$ cat config.mk
export PLATFORM = sky130hd
export DESIGN_NAME = pcbp_pack
export DESIGN_NICKNAME = d
export VERILOG_FILES = /design/src/design/pcbp_pkg.sv /design/src/design/pcbp_pack.sv
export SDC_FILE = /design/constraint.sdc
export NUM_CORES = 1
export LEC_CHECK = 0
export BUFFER_PORTS_ARGS = -buffer_cell sky130_fd_sc_hd__buf_2
export CAP_MARGIN = 30
export CORE_AREA = 2 2 90 92
export DETAILED_ROUTE_END_ITERATION = 8
export DIE_AREA = 0 0 92 94
export GPL_ROUTABILITY_DRIVEN = 0
export PLACE_DENSITY_LB_ADDON = 0.3
export SLEW_MARGIN = 10
export SYNTH_ARGS = -nofsm -noshare
export SYNTH_HDL_FRONTEND = slang
export SYNTH_SLANG_ARGS = --single-unit
$ cat constraint.sdc
create_clock -name i_clk -period 10.4 [get_ports i_clk]
set_input_delay 1.04 -clock i_clk [delete_from_list [all_inputs] [get_ports i_clk]]
set_output_delay 1.04 -clock i_clk [all_outputs]
set_load 0.01 [all_outputs]
$ cat src/design/pcbp_pkg.sv
`timescale 1ns / 1ps
`default_nettype none

package pcbp_pkg;

    localparam int SYMBOL_COUNT_DEF = 256;
    localparam int MAX_CODE_LEN_DEF = 32;

    localparam int CMD_W   = 2;
    localparam int SYM_W   = 8;
    localparam int WORD_W  = 32;
    localparam int LEN_W   = 6;
    localparam int BYTE_W  = 8;
    localparam int ACC_W   = BYTE_W - 1;
    localparam int TDATA_W = 48;
    localparam int CNT_W   = 3;

    typedef enum logic [CMD_W-1:0] {
        CMD_LOAD   = 2'd0,
        CMD_ENCODE = 2'd1,
        CMD_FLUSH  = 2'd2
    } t_cmd;

    typedef struct packed {
        logic             load;
        logic [CNT_W-1:0] count;
    } t_emit_req;

endpackage

`default_nettype wire

$ cat src/design/pcbp_pack.sv
`timescale 1ns / 1ps
`default_nettype none

module pcbp_pack #(
    parameter int MAX_CODE_LEN = pcbp_pkg::MAX_CODE_LEN_DEF
) (
    input  wire logic                                      i_clk,
    input  wire logic                                      i_rst_n,
    input  wire logic                                      i_accept,
    input  wire pcbp_pkg::t_cmd                            i_cmd,
    input  wire logic                                      i_hit,
    input  wire logic [MAX_CODE_LEN-1:0]                   i_code_word,
    input  wire logic [$clog2(MAX_CODE_LEN+1)-1:0]         i_code_len,
    input  wire logic                                      i_emit_free,
    output logic                                           o_ready,
    output logic                                           o_busy,
    output pcbp_pkg::t_emit_req                            o_emit,
    output logic      [((MAX_CODE_LEN+7)/8)*8-1:0]         o_emit_data
);

    localparam int CW    = MAX_CODE_LEN;
    localparam int SW    = CW + pcbp_pkg::ACC_W;
    localparam int MAXB  = SW / 8;
    localparam int BW    = MAXB * 8;
    localparam int LSW   = $clog2(SW + 1);
    localparam int SHW   = $clog2(BW + 1);
    localparam int ACC_W = pcbp_pkg::ACC_W;
    localparam int CNT_W = pcbp_pkg::CNT_W;

    logic                  r_valid;
    pcbp_pkg::t_cmd        r_cmd;
    logic                  r_hit;
    logic [ACC_W-1:0]      r_acc;
    logic [2:0]            r_pend;

    logic [ACC_W-1:0]      n_acc;
    logic [2:0]            n_pend;

    logic [LSW-1:0]        bit_sum;
    logic [CNT_W-1:0]      enc_cnt;
    logic [CNT_W-1:0]      free_slots;
    logic [SHW-1:0]        align_sh;
    logic [SW-1:0]         merged;
    logic [SW-1:0]         merged_hi;
    logic [BW-1:0]         enc_data;
    logic [ACC_W-1:0]      enc_acc;
    logic [pcbp_pkg::BYTE_W-1:0] fl_byte;
    logic [BW-1:0]         fl_data;
    logic                  has_out;
    logic [CNT_W-1:0]      out_cnt;
    logic [BW-1:0]         out_data;
    logic                  adv;

    always_comb begin
        bit_sum    = LSW'(r_pend) + LSW'(i_code_len);
        enc_cnt    = CNT_W'(bit_sum >> 3);
        merged     = (SW'(r_acc) << i_code_len) | SW'(i_code_word);
        merged_hi  = merged >> bit_sum[2:0];
        free_slots = CNT_W'(MAXB) - enc_cnt;
        align_sh   = SHW'({free_slots, 3'b000});
        enc_data   = BW'(merged_hi) << align_sh;
        enc_acc    = merged[ACC_W-1:0] & ~({ACC_W{1'b1}} << bit_sum[2:0]);
        fl_byte    = pcbp_pkg::BYTE_W'({1'b0, r_acc} << (4'd8 - {1'b0, r_pend}));
        fl_data    = BW'(fl_byte) << (BW - pcbp_pkg::BYTE_W);

        has_out  = 1'b0;
        out_cnt  = enc_cnt;
        out_data = enc_data;
        n_acc    = r_acc;
        n_pend   = r_pend;
        case (r_cmd)
            pcbp_pkg::CMD_ENCODE: begin
                if (r_hit) begin
                    has_out = (enc_cnt != '0);
                    n_acc   = enc_acc;
                    n_pend  = bit_sum[2:0];
                end
            end
            pcbp_pkg::CMD_FLUSH: begin
                has_out  = (r_pend != '0);
                out_cnt  = CNT_W'(1);
                out_data = fl_data;
                n_acc    = '0;
                n_pend   = '0;
            end
            default: begin
            end
        endcase

        adv = r_valid && (!has_out || i_emit_free);
    end

    assign o_ready      = !r_valid || adv;
    assign o_busy       = r_valid;
    assign o_emit.load  = adv && has_out;
    assign o_emit.count = out_cnt;
    assign o_emit_data  = out_data;

    always_ff @(posedge i_clk) begin
        if (!i_rst_n) begin
            r_valid <= 1'b0;
            r_acc   <= '0;
            r_pend  <= '0;
        end else begin
            if (i_accept) begin
                r_valid <= 1'b1;
            end else if (adv) begin
                r_valid <= 1'b0;
            end
            if (adv) begin
                r_acc  <= n_acc;
                r_pend <= n_pend;
            end
        end
    end

    always_ff @(posedge i_clk) begin
        if (i_accept) begin
            r_cmd <= i_cmd;
            r_hit <= i_hit;
        end
    end

endmodule

`default_nettype wire

==> results <==
- The placement row count is 32.
- Setup repair after global routing left no endpoint under its margin.
- The cell area after layout is 4600 sq um.
- The number of buffer cells added on primary ports is 82.
- The wire length after detailed routing is 15000 um.
- CTS placed an instance of sky130_fd_sc_hd__clkbuf_8 at the clock tree root.
- The area growth from synthesis to layout is 11.2%.
- The multi-input logic area is 3600 sq um.
- The setup path with the least slack is of type input pin to output pin.
- The final setup slack of the worst path is 3.91 ns.
- Synthesis instantiated 82 different standard cells from the library.
- After synthesis the netlist holds a flip-flop and latch count of 14.
- The hold violation count in the final report was 0.
- The overall track demand over capacity in global routing is 33.9%.
- The max-cap check violation count is 0.
- Prior to clock tree synthesis, the placed netlist has a worst setup slack of 4.01 ns.
- The CTS tree is built.
- The gate family responsible for the most delay along the worst path is buffers and inverters.
- The maximum frequency from static timing analysis is 154 MHz.
- For the worst setup path, the data arrival time is 5.45 ns.
- The largest vdd supply drop is 0.0895 mV.
- Traced cell by cell, the critical path runs through buf_2 -> ha_1 -> a21o_1 -> a21oi_1 -> xnor2_1 -> buf_4 -> clkinv_1 -> ha_1 -> ha_1 -> nor2b_1 -> nand2b_1 -> nor2_1 -> o211ai_1 -> o211ai_1 -> buf_2.
- The maximum single-stage delay on the critical path is 0.61 ns.
- Counting tap cells, the placed design contains a total of 715 instances.
- In this run the power density over the cells is 84.0 nW/um^2.
- The number of enable-type register cells in the synthesized netlist is 3.
- The antenna diode instance count is 0.
- Of all flip-flops after synthesis, the portion carrying an async set or reset was 0%.
- Counting stages on the worst path, the most repeated cell is sky130_fd_sc_hd__ha_1.
- The number of buffers and inverters on the critical path is 4.
- Counting instances, the worst hold path has a depth of 2.
- The detailed router's first-iteration violation count is 718.
- The dominant register cell in the synthesized netlist is sky130_fd_sc_hd__dfxtp_1.
- The routed layout has 5120 vias.
- sky130_fd_sc_hd__nor2_1 is the most common cell in the netlist.
- The floorplan die height is 94 um.
- The wire length of the first global-routing pass is 23600 um.
- After detailed routing, the average wire length per cell comes to 20.9 um.
- The post-detailed-route count of antenna-violating nets is 0.
- The clock slew at the register clock pins of the worst setup and hold paths is 0.06 ns.
- The depth of the worst register-to-register path is 17.
- The number of buffers created by CTS is 3.
- The flow ran to the end, and the final reports show no timing, DRC or antenna violations.
- The reg-to-reg setup timing slack is 6.12 ns.
- The floorplan step defined a die boundary enclosing 8650 sq um.
- The share of cells above drive strength 1 is 24.3%.
- The final number of max-transition violations is 0.
- The startpoint of the tightest hold check path is r_pend[2].
- CTS saw 14 sinks.
- The synthesis warning total is 0.
- The via count of the first global-routing pass is 4632.
- After detailed routing, the number of remaining DRC violations is 0.
- Entering global routing, the biggest net connects 54 pins.
- Measured against its own limit, the worst slew margin works out to 37.0%.
- The number of buffers added for setup after CTS is 0.
- The maximum clock insertion buffer count is 2.
- Synthesis produced 573 cells.
- In the routed layout, each cell is associated on average with a via count of 7.12.
- STA classifies the critical path startpoint as an input pin.
- The initial utilization of the core area, before any placement, comes to 54.4%.
- The filler-free cell count of the finished design is 719.
- The worst setup path is captured at an output pin.
- The floorplan step defined a core boundary enclosing 7610 sq um.
- Ranked by total cell area, the synthesized netlist is headed by sky130_fd_sc_hd__mux4_2, sky130_fd_sc_hd__mux2i_1, sky130_fd_sc_hd__mux2_2.
- Setup violations remaining at the end of the flow were counted as 0.
- During I/O placement, the number of pins put on the boundary was 83.
- The portion of the post-synthesis area used by sequential elements is 7.50%.
- In this run the horizontal extent of the chip is 92 um.
- The leading area contributor after synthesis is sky130_fd_sc_hd__mux4_2.
- In this run the worst hold path is classified as register to register.
- Global routing finished with a remaining overflow of 0.
- CTS built an H-tree with a depth of 1.
- The endpoint identified for the worst register-to-register timing path is r_acc[6].
- Once the clock tree was built, the resizer swapped 0 gates to a different size.
- The clock latency reported for the late side of the worst-skew pair is 0.25 ns.
- The worst path uses 62.4% of the clock period.
- In this run the worst path has a maximum fanout of 27.
- The end of the worst hold path is r_pend[2].
- The commonest cells after synthesis are sky130_fd_sc_hd__nor2_1, sky130_fd_sc_hd__nand2_1, sky130_fd_sc_hd__a21oi_1, sky130_fd_sc_hd__clkbuf_1, sky130_fd_sc_hd__mux2i_1.
- After legalization and detailed placement, the total HPWL measured 11400 um.
- The filler cells instantiated in the layout total 739.
- The number of nets handed over by synthesis was 628.
- Buffers inserted to repair hold after CTS numbered 0.
- The initial antenna violation count came to 0.
- For the final database, setup skew stands at 0.000770 ns.
- The leakage power figure is 1.84 nW.
- The completed layout was analyzed and its total power is 0.387 mW.
- The worst hold margin is 0.560 ns.
- The portion of synthesized cell area occupied by the leading cell type is 7.62%.
- Dividing the synthesized area by the synthesized cell count gives 7.22 sq um.
- The placement-stage cell area is 4550 sq um.
- The count of nets after finishing is 673.
- Across the whole layout, storage elements account for 310 sq um.
- The actual transition at the worst max-transition pin is 0.933 ns.
- The standard cell with the maximum stage delay on the critical path is sky130_fd_sc_hd__clkinv_1.
- The data required time at the worst endpoint is 9.36 ns.
- The final critical path time including I/O delays and setup is 6.49 ns.
- Setup total negative slack on the finished layout was measured at 0 ns.
- The start of the worst register-to-register path is r_pend[0].
- The final core area utilization is 60.5%.
- For this run, the detailed router's first-pass iteration total came to 6.
- The netlist area before placement is 4140 sq um.
[final cells by class]
class | count | area share [%]
Sequential cell | 14 | 6.74
Tap cell | 102 | 2.77
Timing Repair Buffer | 88 | 9.90
Multi-Input combinational cell | 496 | 78.2
Clock buffer | 4 | 1.20
Inverter | 15 | 1.22
[worst min-delay path: cells and delay by family (launching register included)]
family / cells / cell delay, ns
and+or+nand+nor: 1 / 0.07
DFF: 1 / 0.36
AOI/OAI and AO/OA: 1 / 0.08
[sequential cells by signal, summed over array words and instances, names as in the netlist]
signal and flops:
r_cmd 2, o_busy 1, r_acc 7, r_pend 3
r_hit 1
[worst max path at each step]
stage | start | to | slack (ns) | depth (start not counted)
final | i_code_len[1] | o_emit_data[19] | 3.91 | 15
after CTS | i_code_len[1] | o_emit_data[19] | 4.00 | 15
after detailed placement | i_code_len[1] | o_emit_data[19] | 4.01 | 15
after floorplan | i_code_len[1] | o_emit_data[25] | 5.03 | 15
after global routing | i_code_len[1] | o_emit_data[19] | 3.51 | 15
after global placement | i_code_len[1] | o_emit_data[19] | 4.16 | 15
[placed cells by master, fill, tap and decap left out, types with 7 or more instances in the layout]
cell / n
sky130_fd_sc_hd__nand3_1: 11
sky130_fd_sc_hd__nor2_1: 59
sky130_fd_sc_hd__ha_1: 9
sky130_fd_sc_hd__a21oi_1: 44
sky130_fd_sc_hd__nor3_1: 17
sky130_fd_sc_hd__a211o_1: 7
sky130_fd_sc_hd__inv_1: 11
sky130_fd_sc_hd__nand2b_1: 17
sky130_fd_sc_hd__nor2b_1: 16
sky130_fd_sc_hd__buf_2: 82
sky130_fd_sc_hd__mux2_2: 21
sky130_fd_sc_hd__mux4_2: 14
sky130_fd_sc_hd__o22ai_1: 14
sky130_fd_sc_hd__a31oi_1: 12
sky130_fd_sc_hd__nand2_1: 54
sky130_fd_sc_hd__o32ai_1: 10
sky130_fd_sc_hd__dfxtp_1: 11
sky130_fd_sc_hd__and2_1: 12
sky130_fd_sc_hd__o211ai_1: 11
sky130_fd_sc_hd__o21ai_0: 21
sky130_fd_sc_hd__a211oi_1: 13
sky130_fd_sc_hd__mux2i_1: 26
[power by group]
| group | leakage, nW | total (mW) | internal (mW) | switching, mW |
|---|---|---|---|---|
| clock network | 0.0288 | 0.0535 | 0.0336 | 0.0199 |
| logic | 1.69 | 0.272 | 0.105 | 0.168 |
| registers | 0.118 | 0.0607 | 0.0577 | 0.00299 |
| total | 1.84 | 0.387 | 0.196 | 0.190 |
[per-layer routing]
| layer | vias to the layer above | wire length, um | global-route usage [%] |
|---|---|---|---|
| li1 | 2298 | - | - |
| met1 | 2333 | 5900 | 43.6 |
| met4 | 0 | 735 | 15.5 |
| met5 | - | 0 | 0 |
| met2 | 409 | 6700 | 55.8 |
| met3 | 80 | 1680 | 5.54 |
[cell families (layout without fill, tap and decap cells)]
| kind of cell | Yosys count | in the layout | synth area share, % |
|---|---|---|---|
| simple gates | 214 | 214 | 25.6 |
| mux | 64 | 64 | 21.0 |
| compound gates | 203 | 203 | 35.4 |
| buf+inv | 63 | 107 | 6.20 |
| fa+ha+maj | 10 | 10 | 3.21 |
| flops | 14 | 14 | 7.50 |
| xor+xnor | 5 | 5 | 1.06 |
(Power assumes the default switching activity.)
