### src/design/pcbp_pkg.sv
`timescale 1ns / 1ps
`default_nettype none

package pcbp_pkg;

    localparam int SYMBOL_COUNT_DEF = 256;
    localparam int MAX_CODE_LEN_DEF = 32;

    localparam int CMD_W   = 2;
    localparam int SYM_W   = 8;
    localparam int WORD_W  = 32;
    localparam int LEN_W   = 6;
    localparam int BYTE_W  = 8;
    localparam int ACC_W   = BYTE_W - 1;
    localparam int TDATA_W = 48;
    localparam int CNT_W   = 3;

    typedef enum logic [CMD_W-1:0] {
        CMD_LOAD   = 2'd0,
        CMD_ENCODE = 2'd1,
        CMD_FLUSH  = 2'd2
    } t_cmd;

    typedef struct packed {
        logic             load;
        logic [CNT_W-1:0] count;
    } t_emit_req;

endpackage

`default_nettype wire

### src/design/pcbp_emit.sv
`timescale 1ns / 1ps
`default_nettype none

module pcbp_emit #(
    parameter int MAX_CODE_LEN = pcbp_pkg::MAX_CODE_LEN_DEF
) (
    input  wire logic                              i_clk,
    input  wire logic                              i_rst_n,
    input  wire pcbp_pkg::t_emit_req               i_req,
    input  wire logic [((MAX_CODE_LEN+7)/8)*8-1:0] i_data,
    input  wire logic                              i_tready,
    output logic                                   o_tvalid,
    output logic      [pcbp_pkg::BYTE_W-1:0]       o_tdata,
    output logic                                   o_tlast,
    output logic                                   o_free
);

    localparam int BW    = ((MAX_CODE_LEN + 7) / 8) * 8;
    localparam int CNT_W = pcbp_pkg::CNT_W;

    logic [BW-1:0]    r_buf;
    logic [CNT_W-1:0] r_cnt;
    logic             xfer;

    assign xfer     = (r_cnt != '0) && i_tready;
    assign o_free   = (r_cnt == '0) || ((r_cnt == CNT_W'(1)) && i_tready);
    assign o_tvalid = (r_cnt != '0);
    assign o_tdata  = r_buf[BW-1 -: pcbp_pkg::BYTE_W];
    assign o_tlast  = (r_cnt == CNT_W'(1));

    always_ff @(posedge i_clk) begin
        if (!i_rst_n) begin
            r_cnt <= '0;
        end else if (i_req.load) begin
            r_cnt <= i_req.count;
        end else if (xfer) begin
            r_cnt <= r_cnt - CNT_W'(1);
        end
    end

    // advance one byte per transfer, MSB first
    always_ff @(posedge i_clk) begin
        if (i_req.load) begin
            r_buf <= i_data;
        end else if (xfer) begin
            r_buf <= r_buf << pcbp_pkg::BYTE_W;
        end
    end

endmodule

`default_nettype wire

### config.mk
export PLATFORM = sky130hd
export DESIGN_NAME = pcbp_emit
export DESIGN_NICKNAME = d
export VERILOG_FILES = /design/src/design/pcbp_pkg.sv /design/src/design/pcbp_emit.sv
export SDC_FILE = /design/constraint.sdc
export NUM_CORES = 1
export LEC_CHECK = 0
export BUFFER_PORTS_ARGS = -buffer_cell sky130_fd_sc_hd__buf_2
export CORE_MARGIN = 3
export CORE_UTILIZATION = 40
export DETAILED_ROUTE_END_ITERATION = 10
export SLEW_MARGIN = 20
export SYNTH_ARGS = -nofsm -noshare
export SYNTH_HDL_FRONTEND = slang
export SYNTH_SLANG_ARGS = --single-unit
export TNS_END_PERCENT = 10
### constraint.sdc
create_clock -name i_clk -period 2.1 [get_ports i_clk]
set_input_delay 0.525 -clock i_clk [delete_from_list [all_inputs] [get_ports i_clk]]
set_output_delay 0.525 -clock i_clk [all_outputs]
set_load 0.02 [all_outputs]
==> summary.md, run 1 <==
| Metric | Value |
|---|---|
| Outcome | complete, no violations |
| CTS Hold Bufs | 0 |
| Crit path cell chain | inv_1, ha_1, and2b_2, nand2_1, nand2_1, buf_2 |
| Max Cap Viol | 0 |
| Largest fanout on the critical path | 3 |
| Max Clock Freq | 0.545 GHz |
| Syn Std Cell Area | 1620 µm² |
| CP most frequent cell | nand2_1 |
| DRT Wirelength | around 2.6 mm |
| Slowest stage cell, crit path | dfxtp_1 |
| Root buf cell | clkbuf_8 |
| CP Class | register to primary output |
| Worst EP arrival | 1.31 ns |
| Post-layout util | about half |
| Die Wd | 69.7 µm |
| Final period utilization | between 80% and 90% |
| Leak Pwr | 0.829 nW |
| Pin count of the biggest net entering global routing | 25 |
| Post-DP HPWL | ~1.9 mm |
| Worst Setup Start Kind | register |
| CP endpoint | o_free |
| Post-synth net total | 147 |
| Final hold vios | 0 |
| Via/cell ratio | 4.66 |
| Gr ovfl total | 0 |
| Total number of vias | 936 |
| RSZ-0062 raised after global routing | no |
| Pwr dens | between 800 and 900 nW/µm² |
| DR iter-0 viols | 41 |
| Post-CTS Setup Repair Bufs | 0 |
| Synth Warn # | 0 |
| Slew margin rel. | between 80% and 90% |
| Synth Instances | 105 |
| Clk Latency, worst-skew pair | roughly 0.28 ns |
| Storage element area | just over 1000 µm² |
| CP max stage delay | 0.33 ns |
| Setup slack, reg-to-reg | 0.54 ns |
| Setup TNS | 0 ns |
| Worst-case reg-to-reg path depth | 6 |
| Post-route ant nets | 0 |
| Final min period | ~1.8 ns |
| Seq cells post-synth | 35 |
| Antenna diodes | 0 |
| Final slew viol count | 0 |
| Core region area | between 3000 and 4000 µm² |
| CTS tree | done |
| Register area share after synthesis | between 60% and 70% |
| Start point of the critical path | r_cnt[1] |
| Reg2Reg Launch Point | r_cnt[0] |
| Final #Nets | about 190 |
| Pwr Total | about 0.0016 W |
| Drt first pass iters | 3 |
| Final setup viols | 0 |
| Num CTS Buffers | 5 |
| R2r endpoint | r_buf[27] |
| I/O Buffers | 49 |
| CTS max path bufs | 2 |
| DRC Markers | 0 |
| First-pass GRT wire length | ~4.5 mm |
| Type of destination of the critical path | primary output |
| Worst Clk Skew | around 0.0050 ns |
| Fill cells | ~350 |
| Vias in the first global route | 1043 |
| Multi-input logic area | ~490 µm² |
| CP Data Required Time | 1.57 ns |
| IO Count | 50 |
| Initial antenna violation count | 0 |
| Distinct cell type count after synthesis | 21 |
| Wirelength per Cell | roughly 13 µm |
| Worst Tran Pin Value | between 0.2 and 0.3 ns |
| Total die area | slightly below 5000 µm² |
| Die Ht | about 70 µm |
| CTS H-tree lvls | 2 |
| Rows | 22 |
| Clk slew on worst S/H paths | 0.07 ns |
| Starting Density | 43.0% |
| Tot GR Track Use | approximately an eighth |
| Synthesized area per cell | between 15 and 20 µm² |
| CTS-repair resized insts | 0 |
| Worst min-delay path class | input pin to register |
| Layout cell share with drive strength beyond 1 | a little under three fifths |
| Maximum vdd drop | ~0.00038 V |
| Clock tree sinks | 35 |
| Syn-to-layout area delta | 20.5% |
| GP Congestion | around 0.66 |
[cell type report]
cell class,count,share of cell area [%]
Sequential cell,35,52.2
Multi-Input combinational cell,54,24.9
Timing Repair Buffer,52,14.3
Clock buffer,7,4.42
Tap cell,48,3.07
Inverter,4,0.768
Clock inverter,1,0.256
[cells in the mapped netlist (all sizes together)]
master	count	share of area, %
buf	12	6.1
and2b	1	0.54
nor2	2	0.46
a211oi	1	0.77
a21oi	2	0.62
mux2	24	17
nand2	5	1.2
inv	4	0.93
edfxtp	32	59
nand3	1	0.31
and2	8	3.1
nand2b	1	0.85
o21ai	2	0.62
and3	1	0.46
ha	3	2.3
and4	1	0.54
o41ai	1	1.0
dfxtp	3	3.7
mux2i	1	0.62
[cell usage in the layout (no fill, tap or decap), drive strengths merged]
master  count
o41ai       1
nand3       1
a211oi      1
ha          3
and2        8
a21oi       2
inv         4
and2b       1
nand2b      1
mux2i       1
clkbuf      7
o21ai       2
dfxtp       3
and4        1
nand2       5
nor2        2
edfxtp     32
mux2       24
buf        52
clkinv      1
and3        1
[metrics by stage]
step / hold WS, ns / std cells / cell area (µm²) / setup slack [ns]
floorplan: 0.525 / 105 / 1620 / 0.159
global placement: 0.527 / 193 / 1860 / 0.524
detailed placement: 0.533 / 193 / 1860 / 0.491
CTS: 0.469 / 201 / 1950 / 0.244
global route: 0.507 / 201 / 1950 / 0.166
finish: 0.479 / 201 / 1950 / 0.265
[layer usage]
metal  track usage [%]  part of all wire (%)
met3              5.22                   7.7
met1              12.3                    41
met5                 0                     0
met2              20.7                    50
met4              4.47                   1.3
[logic make-up (layout without fill, tap and decap cells)]
logic type / Yosys count / count (layout) / share of synthesized area, %
flip-flops: 35 / 35 / 63.0
multiplexers: 25 / 25 / 17.3
buffers and inverters: 16 / 64 / 7.02
AND/OR/NAND/NOR: 20 / 20 / 7.41
AO/OA/AOI/OAI: 6 / 6 / 3.01
adder cells (fa/ha/maj): 3 / 3 / 2.32
[sequential cells by signal (all words and copies together) (netlist names)]
name,count
r_cnt,3
r_buf,32
[power breakdown]
| part | switching, W | internal, W | leakage, nW |
|---|---|---|---|
| Clock | 0.000224 | 0.000264 | 0.0482 |
| Sequential | 0.0000188 | 0.000852 | 0.351 |
| Combinational | 0.000120 | 0.000114 | 0.429 |
[how the worst min path moves through the flow]
stage | end | start | cells past startpoint
3_3_place_gp | r_buf[28] | r_buf[20] | 1
3_5_place_dp | r_buf[10] | r_buf[2] | 1
6_report | r_cnt[1] | i_req[1] | 3
4_1_cts | r_cnt[1] | i_req[1] | 3
2_1_floorplan | r_buf[10] | r_buf[2] | 1
5_1_grt | r_cnt[1] | i_req[1] | 3
[critical path, delay by kind of cell (launching register included)]
kind,cells,cell delay (ns)
flops,1,0.33
simple gates,3,0.29
buf+inv,2,0.22
fa+ha+maj,1,0.18
Power figures use the tool's default switching activity.
==> run 2, diff against run 1 <==
- CORE_ASPECT_RATIO: not set -> 0.5
- CORE_UTILIZATION: 40 -> 30
==> run 2 against run 1 <==
Clock-buffer cell count up 1; first-iteration DRC count up 41%; critical endpoint unchanged; critical path depth unchanged; largest power group unchanged.
==> summary.md, run 2 (synthesis gave the netlist of run 1 again) <==
| Metric | Value |
|---|---|
| Leak Pwr | 0.833 nW (+0.48%) |
| Total die area | 6380 µm² (+31%) |
| Final setup viols | 0 (unchanged) |
| Final #Nets | 194 (unchanged) |
| Root buf cell | clkbuf_8 |
| Biggest register | r_buf |
| Worst Tran Pin Value | 0.244 ns (-0.00575 ns) |
| Highest Signal Layer | met4 |
| Crit path cell chain | inv_1, ha_1, and2b_2, nand2_1, nand2_1, buf_2 |
| Vias in the first global route | 974 (-6.6%) |
| Tot GR Track Use | 9.37% (-2.4 points) |
| CTS max path bufs | 2 (unchanged) |
| Worst min-delay path class | input pin to register |
| Top delay family on crit path | flip-flops |
| Pin count of the biggest net entering global routing | 33 (+32%) |
| Num CTS Buffers | 5 (unchanged) |
| Worst Clk Skew | 0.00632 ns (+0.00129 ns) |
| DRT Wirelength | 2.79 mm (+6.1%) |
| Fill cells | 489 (+41%) |
| Gr ovfl total | 0 (unchanged) |
| Wirelength per Cell | 12.5 µm (-4.4%) |
| Clk slew on worst S/H paths | 0.07 ns (about the same) |
| Final min period | 1.86 ns (+0.0246 ns) |
| CP max stage delay | 0.34 ns (about the same) |
| Drt first pass iters | 2 (-1) |
| DRC Markers | 0 (unchanged) |
| Fin area | 1990 µm² (+1.9%) |
| Type of destination of the critical path | primary output |
| Worst EP arrival | 1.34 ns (+0.03 ns) |
| CTS tree | done |
| Post-DP Area | 1890 µm² (+1.5%) |
| Worst Setup Start Kind | register |
| Setup TNS | 0 ns (unchanged) |
| Max Clock Freq | 0.538 GHz (-1.3%) |
| WL met2 | 1.35 mm (+3.1%) |
| Clk Latency, worst-skew pair | 0.29 ns (about the same) |
| Syn-to-layout area delta | 22.8% |
| Post-route insts no fill | 223 (+11%) |
| Die Ht | 58.0 µm (-17%) |
| CTS H-tree lvls | 2 (unchanged) |
| Most frequent cells in the layout | buf_2, edfxtp_1, mux2_2 |
| IO Count | 50 (unchanged) |
| Rows | 18 (-18%) |
| CTS-repair resized insts | 0 (unchanged) |
| Post-route ant nets | 0 (unchanged) |
| Outcome | complete, no violations |
| Layout cell share with drive strength beyond 1 | 57.5% (unchanged) |
| CP Class | register to primary output |
| CP most frequent cell | nand2_1 |
| CP bufs+invs | 2 (unchanged) |
| Post-layout util | 39.3% (-13 points) |
| Starting Density | 32.0% (-11 points) |
| I/O Buffers | 49 (unchanged) |
| Antenna diodes | 0 (unchanged) |
| Initial antenna violation count | 0 (unchanged) |
| Maximum vdd drop | 0.000279 V (-26%) |
| Core region area | 5070 µm² (+34%) |
| Pwr dens | 821 nW/µm² (+0.78%) |
| First-pass GRT wire length | 4.36 mm (-2.0%) |
| Total number of vias | 919 (-1.8%) |
| RSZ-0062 raised after global routing | no |
| Placed Instances | 215 (+11%) |
| DR iter-0 viols | 58 (+41%) |
| Met1 WL | 1.20 mm (+10%) |
| Final hold vios | 0 (unchanged) |
| Via/cell ratio | 4.12 (-12%) |
| Worst hold slack | 0.492 ns (+0.0130 ns) |
| Clock tree sinks | 35 (unchanged) |
| Met3 wire len | 192 µm (-5.9%) |
| Regs by FF count | r_buf x32, r_cnt x3 |
| Post-DP HPWL | 2.01 mm (+5.8%) |
| Slowest stage cell, crit path | dfxtp_1 |
| Max reg flops | 32 (unchanged) |
| GP Congestion | 0.684 (+2.8%) |
| CP Data Required Time | 1.57 ns (about the same) |
| Die Wd | 110 µm (+58%) |
| Post-CTS Setup Repair Bufs | 0 (unchanged) |
| Slew margin rel. | 83.5% (+0.20 points) |
| Final slew viol count | 0 (unchanged) |
| CTS Hold Bufs | 0 (unchanged) |
| Leading cell type in the layout, fill and taps excluded | buf_2 |
| Largest fanout on the critical path | 3 (unchanged) |
| Final period utilization | 88.6% (+1.2 points) |
| Max Cap Viol | 0 (unchanged) |
## run 2: cell count changes in the layout (fill, tap and decap cells not counted)
cell      previous run  this run
clkbuf_8             6         7
clkinv_2             1         0
## run 2: worst min-delay path, delay by kind of cell
kind | cells | cell delay, ns
AO/OA/AOI/OAI | 1 | 0.06
buffers and inverters | 1 | 0.08
AND/OR/NAND/NOR | 1 | 0.09
## run 2: routing by layer
layer	vias up	GRT usage, %
met5	-	0
met3	6	4.34
met4	0	4.26
met1	426	10.9
met2	23	14.9
li1	464	-
## run 2: power breakdown
part           leakage (nW)  switching [W]  internal, W  total [W]
Clock                0.0515       0.000225     0.000299   0.000524
Combinational         0.430       0.000122     0.000115   0.000237
Sequential            0.351      0.0000210     0.000853   0.000874
Total                 0.833       0.000369      0.00127    0.00164
## run 2: path summary, 6_finish.rpt
check,slack (ns),cells past startpoint,end,startpoint
setup / recovery,0.24,6,o_free,r_cnt[1]
hold / removal,0.49,3,r_cnt[1],i_req[1]
setup reg to reg,0.52,6,r_buf[30],r_cnt[0]
hold reg to reg,0.55,1,r_buf[11],r_buf[3]
## run 2: metrics by stage
stage | total power [W] | worst slack (ns)
after CTS | 0.00166 | 0.230
final | 0.00164 | 0.240
after floorplan | 0.00106 | 0.159
after detailed placement | 0.00113 | 0.455
after global placement | 0.00112 | 0.479
after global routing | 0.00171 | 0.155
## run 2: area by class of cell
| type | count | area [µm²] | area share, % |
|---|---|---|---|
| Tap cell | 70 | 87.6 | 4.40 |
| Multi-Input combinational cell | 54 | 487 | 24.5 |
| Timing Repair Buffer | 52 | 280 | 14.1 |
| Clock buffer | 8 | 100 | 5.03 |
| Sequential cell | 35 | 1020 | 51.3 |
| Inverter | 4 | 15.0 | 0.754 |
==> run 3, diff against run 2 <==
- PLACE_DENSITY: not set -> 0.54
==> run 3 against run 2 <==
Core utilization rose by 0.30 points; register-to-register slack improved by 0.07 ns; flip-flop and latch count is the same; via count decreased by 1.6%; die area unchanged; total power is 2.7% higher; hold slack got worse by 0.014 ns; clock power grew 9.2%; combinational power barely moved; maximum frequency up 2.2%; critical path type unchanged; critical endpoint unchanged.
==> summary.md, run 3 (synthesis gave the netlist of run 1 again) <==
| Metric | Value |
|---|---|
| Outcome | complete, no violations |
| Worst Tran Pin Value | 0.214 ns (-0.0307 ns) |
| Setup slack, reg-to-reg | 0.59 ns (+0.07 ns) |
| Max Cap Viol | 0 (unchanged) |
| Total number of vias | 904 (-1.6%) |
| RSZ-0062 raised after global routing | no |
| Worst EP arrival | 1.30 ns (-0.04 ns) |
| Clk Latency, worst-skew pair | 0.28 ns (about the same) |
| Rows | 18 (unchanged) |
| Biggest register | r_buf |
| Gr ovfl total | 0 (unchanged) |
| Worst min-delay path class | input pin to register |
| Root buf cell | clkbuf_8 |
| Final slew viol count | 0 (unchanged) |
| Wirelength per Cell | 11.7 µm (-6.4%) |
| CTS-repair resized insts | 0 (unchanged) |
| R2r endpoint | r_buf[8] |
| Worst hold slack | 0.478 ns (-0.0139 ns) |
| Syn-to-layout area delta | 23.7% |
| Leading cell type in the layout, fill and taps excluded | buf_2 |
| Layout cell share with drive strength beyond 1 | 57.8% (+0.28 points) |
| Slew margin rel. | 85.6% (+2.1 points) |
| Drt first pass iters | 4 (+2) |
| Clock tree sinks | 35 (unchanged) |
| Setup TNS | 0 ns (unchanged) |
| Final hold vios | 0 (unchanged) |
| Worst Setup Start Kind | register |
| Final period utilization | 86.7% (-1.9 points) |
| Fill cells | 484 (-1.0%) |
| CTS max path bufs | 2 (unchanged) |
| Placed Instances | 216 (+0.47%) |
| DR iter-0 viols | 38 (-34%) |
| Pin count of the biggest net entering global routing | 33 (unchanged) |
| CP Class | register to primary output |
| Via/cell ratio | 4.04 (-2.1%) |
| CP max stage delay | 0.33 ns (about the same) |
| Die Ht | 58.0 µm (unchanged) |
| Post-route insts no fill | 224 (+0.45%) |
| Crit path cell chain | inv_1, ha_1, and2b_2, nand2_1, nand2_1, buf_2 |
| Num CTS Buffers | 5 (unchanged) |
| Start point of the worst min-delay path | i_req[1] |
| CTS Hold Bufs | 0 (unchanged) |
| Reg2Reg Launch Point | r_cnt[0] |
| Largest fanout on the critical path | 3 (unchanged) |
| Pwr dens | 837 nW/µm² (+1.9%) |
| I/O Buffers | 49 (unchanged) |
| Leak Pwr | 0.841 nW (+1.1%) |
| Starting Density | 32.0% (unchanged) |
| Max Clock Freq | 0.549 GHz (+2.2%) |
| Post-CTS Setup Repair Bufs | 0 (unchanged) |
| Core region area | 5070 µm² (unchanged) |
| Final setup viols | 0 (unchanged) |
| Max reg flops | 32 (unchanged) |
| DRT Wirelength | 2.63 mm (-6.0%) |
| Worst-case reg-to-reg path depth | 6 (unchanged) |
| Hold endpoint | r_cnt[1] |
| First-pass GRT wire length | 4.11 mm (-5.7%) |
| GP Congestion | 0.758 (+11%) |
| Fin area | 2010 µm² (+0.75%) |
| Final #Nets | 195 (+0.52%) |
| Most frequent cells in the layout | buf_2, edfxtp_1, mux2_2 |
| DRC Markers | 0 (unchanged) |
| Post-route ant nets | 0 (unchanged) |
| Worst Clk Skew | 0.00509 ns (-0.00123 ns) |
| Hold path cells | 3 (unchanged) |
| Die Wd | 110 µm (unchanged) |
| CP most frequent cell | nand2_1 |
| Initial antenna violation count | 0 (unchanged) |
| CP Data Required Time | 1.57 ns (about the same) |
| Regs by FF count | r_buf x32, r_cnt x3 |
| IO Count | 50 (unchanged) |
| Type of destination of the critical path | primary output |
| CTS H-tree lvls | 2 (unchanged) |
| Slowest stage cell, crit path | dfxtp_1 |
| Multi-input logic area | 487 µm² (unchanged) |
| Total die area | 6380 µm² (unchanged) |
| Final min period | 1.82 ns (-0.0393 ns) |
| Maximum vdd drop | 0.000278 V (-0.37%) |
| Tot GR Track Use | 8.63% (-0.75 points) |
| Vias in the first global route | 942 (-3.3%) |
| Post-DP Area | 1900 µm² (+0.40%) |
| CTS tree | done |
| Clk slew on worst S/H paths | 0.07 ns (about the same) |
| Antenna diodes | 0 (unchanged) |
| Post-DP HPWL | 1.97 mm (-2.0%) |
| Storage element area | 1020 µm² (unchanged) |
## run 3: cell count changes in the layout (fill, tap and decap cells not counted), sizes merged
cell,change
clkbuf,-3
bufinv,+1
buf,+1
clkinv,+2
## run 3: power by group
part / leakage [nW] / internal [W] / switching [W] / total, W
registers: 0.351 / 0.000852 / 0.0000187 / 0.000871
logic: 0.435 / 0.000116 / 0.000121 / 0.000236
clock network: 0.0556 / 0.000347 / 0.000225 / 0.000572
total: 0.841 / 0.00132 / 0.000364 / 0.00168
## run 3: layer usage
| metal | part of all wire, % | GRT usage, % | routed length [µm] |
|---|---|---|---|
| met3 | 8.9 | 3.89 | 235 |
| met2 | 47 | 13.8 | 1230 |
| met4 | 1.8 | 4.26 | 46 |
| met1 | 43 | 9.91 | 1120 |
| met5 | 0 | 0 | 0 |
## run 3: cell type report
type | instances | area share (%)
Clock buffer | 5 | 3.43
Timing Repair Buffer | 53 | 14.3
Inverter | 4 | 0.749
Clock inverter | 3 | 1.93
Sequential cell | 35 | 50.9
Tap cell | 70 | 4.37
Multi-Input combinational cell | 54 | 24.3
## run 3: metrics by stage
step / util [%] / power [W] / worst slack [ns]
after floorplan: - / 0.00106 / 0.159
final: 39.6 / 0.00168 / 0.279
after global routing: 39.6 / 0.00176 / 0.178
after detailed placement: 37.5 / 0.00113 / 0.529
after global placement: 37.5 / 0.00112 / 0.553
after CTS: 39.6 / 0.00171 / 0.266
## run 3: worst max path at each step
| stage | startpoint | endpoint | slack, ns | cells past startpoint |
|---|---|---|---|---|
| floorplan | r_cnt[0] | r_buf[0] | 0.16 | 5 |
| global placement | i_req[3] | r_buf[17] | 0.55 | 3 |
| detailed placement | i_req[3] | r_buf[11] | 0.53 | 3 |
| CTS | r_cnt[1] | o_free | 0.27 | 6 |
| global route | r_cnt[1] | o_free | 0.18 | 6 |
| finish | r_cnt[1] | o_free | 0.28 | 6 |
## run 3: critical path, delay by kind of cell (launching register included)
| family | cells | cell delay [ns] |
|---|---|---|
| and+or+nand+nor | 3 | 0.29 |
| adders and majority gates | 1 | 0.17 |
| buffers and inverters | 2 | 0.22 |
| DFF | 1 | 0.33 |
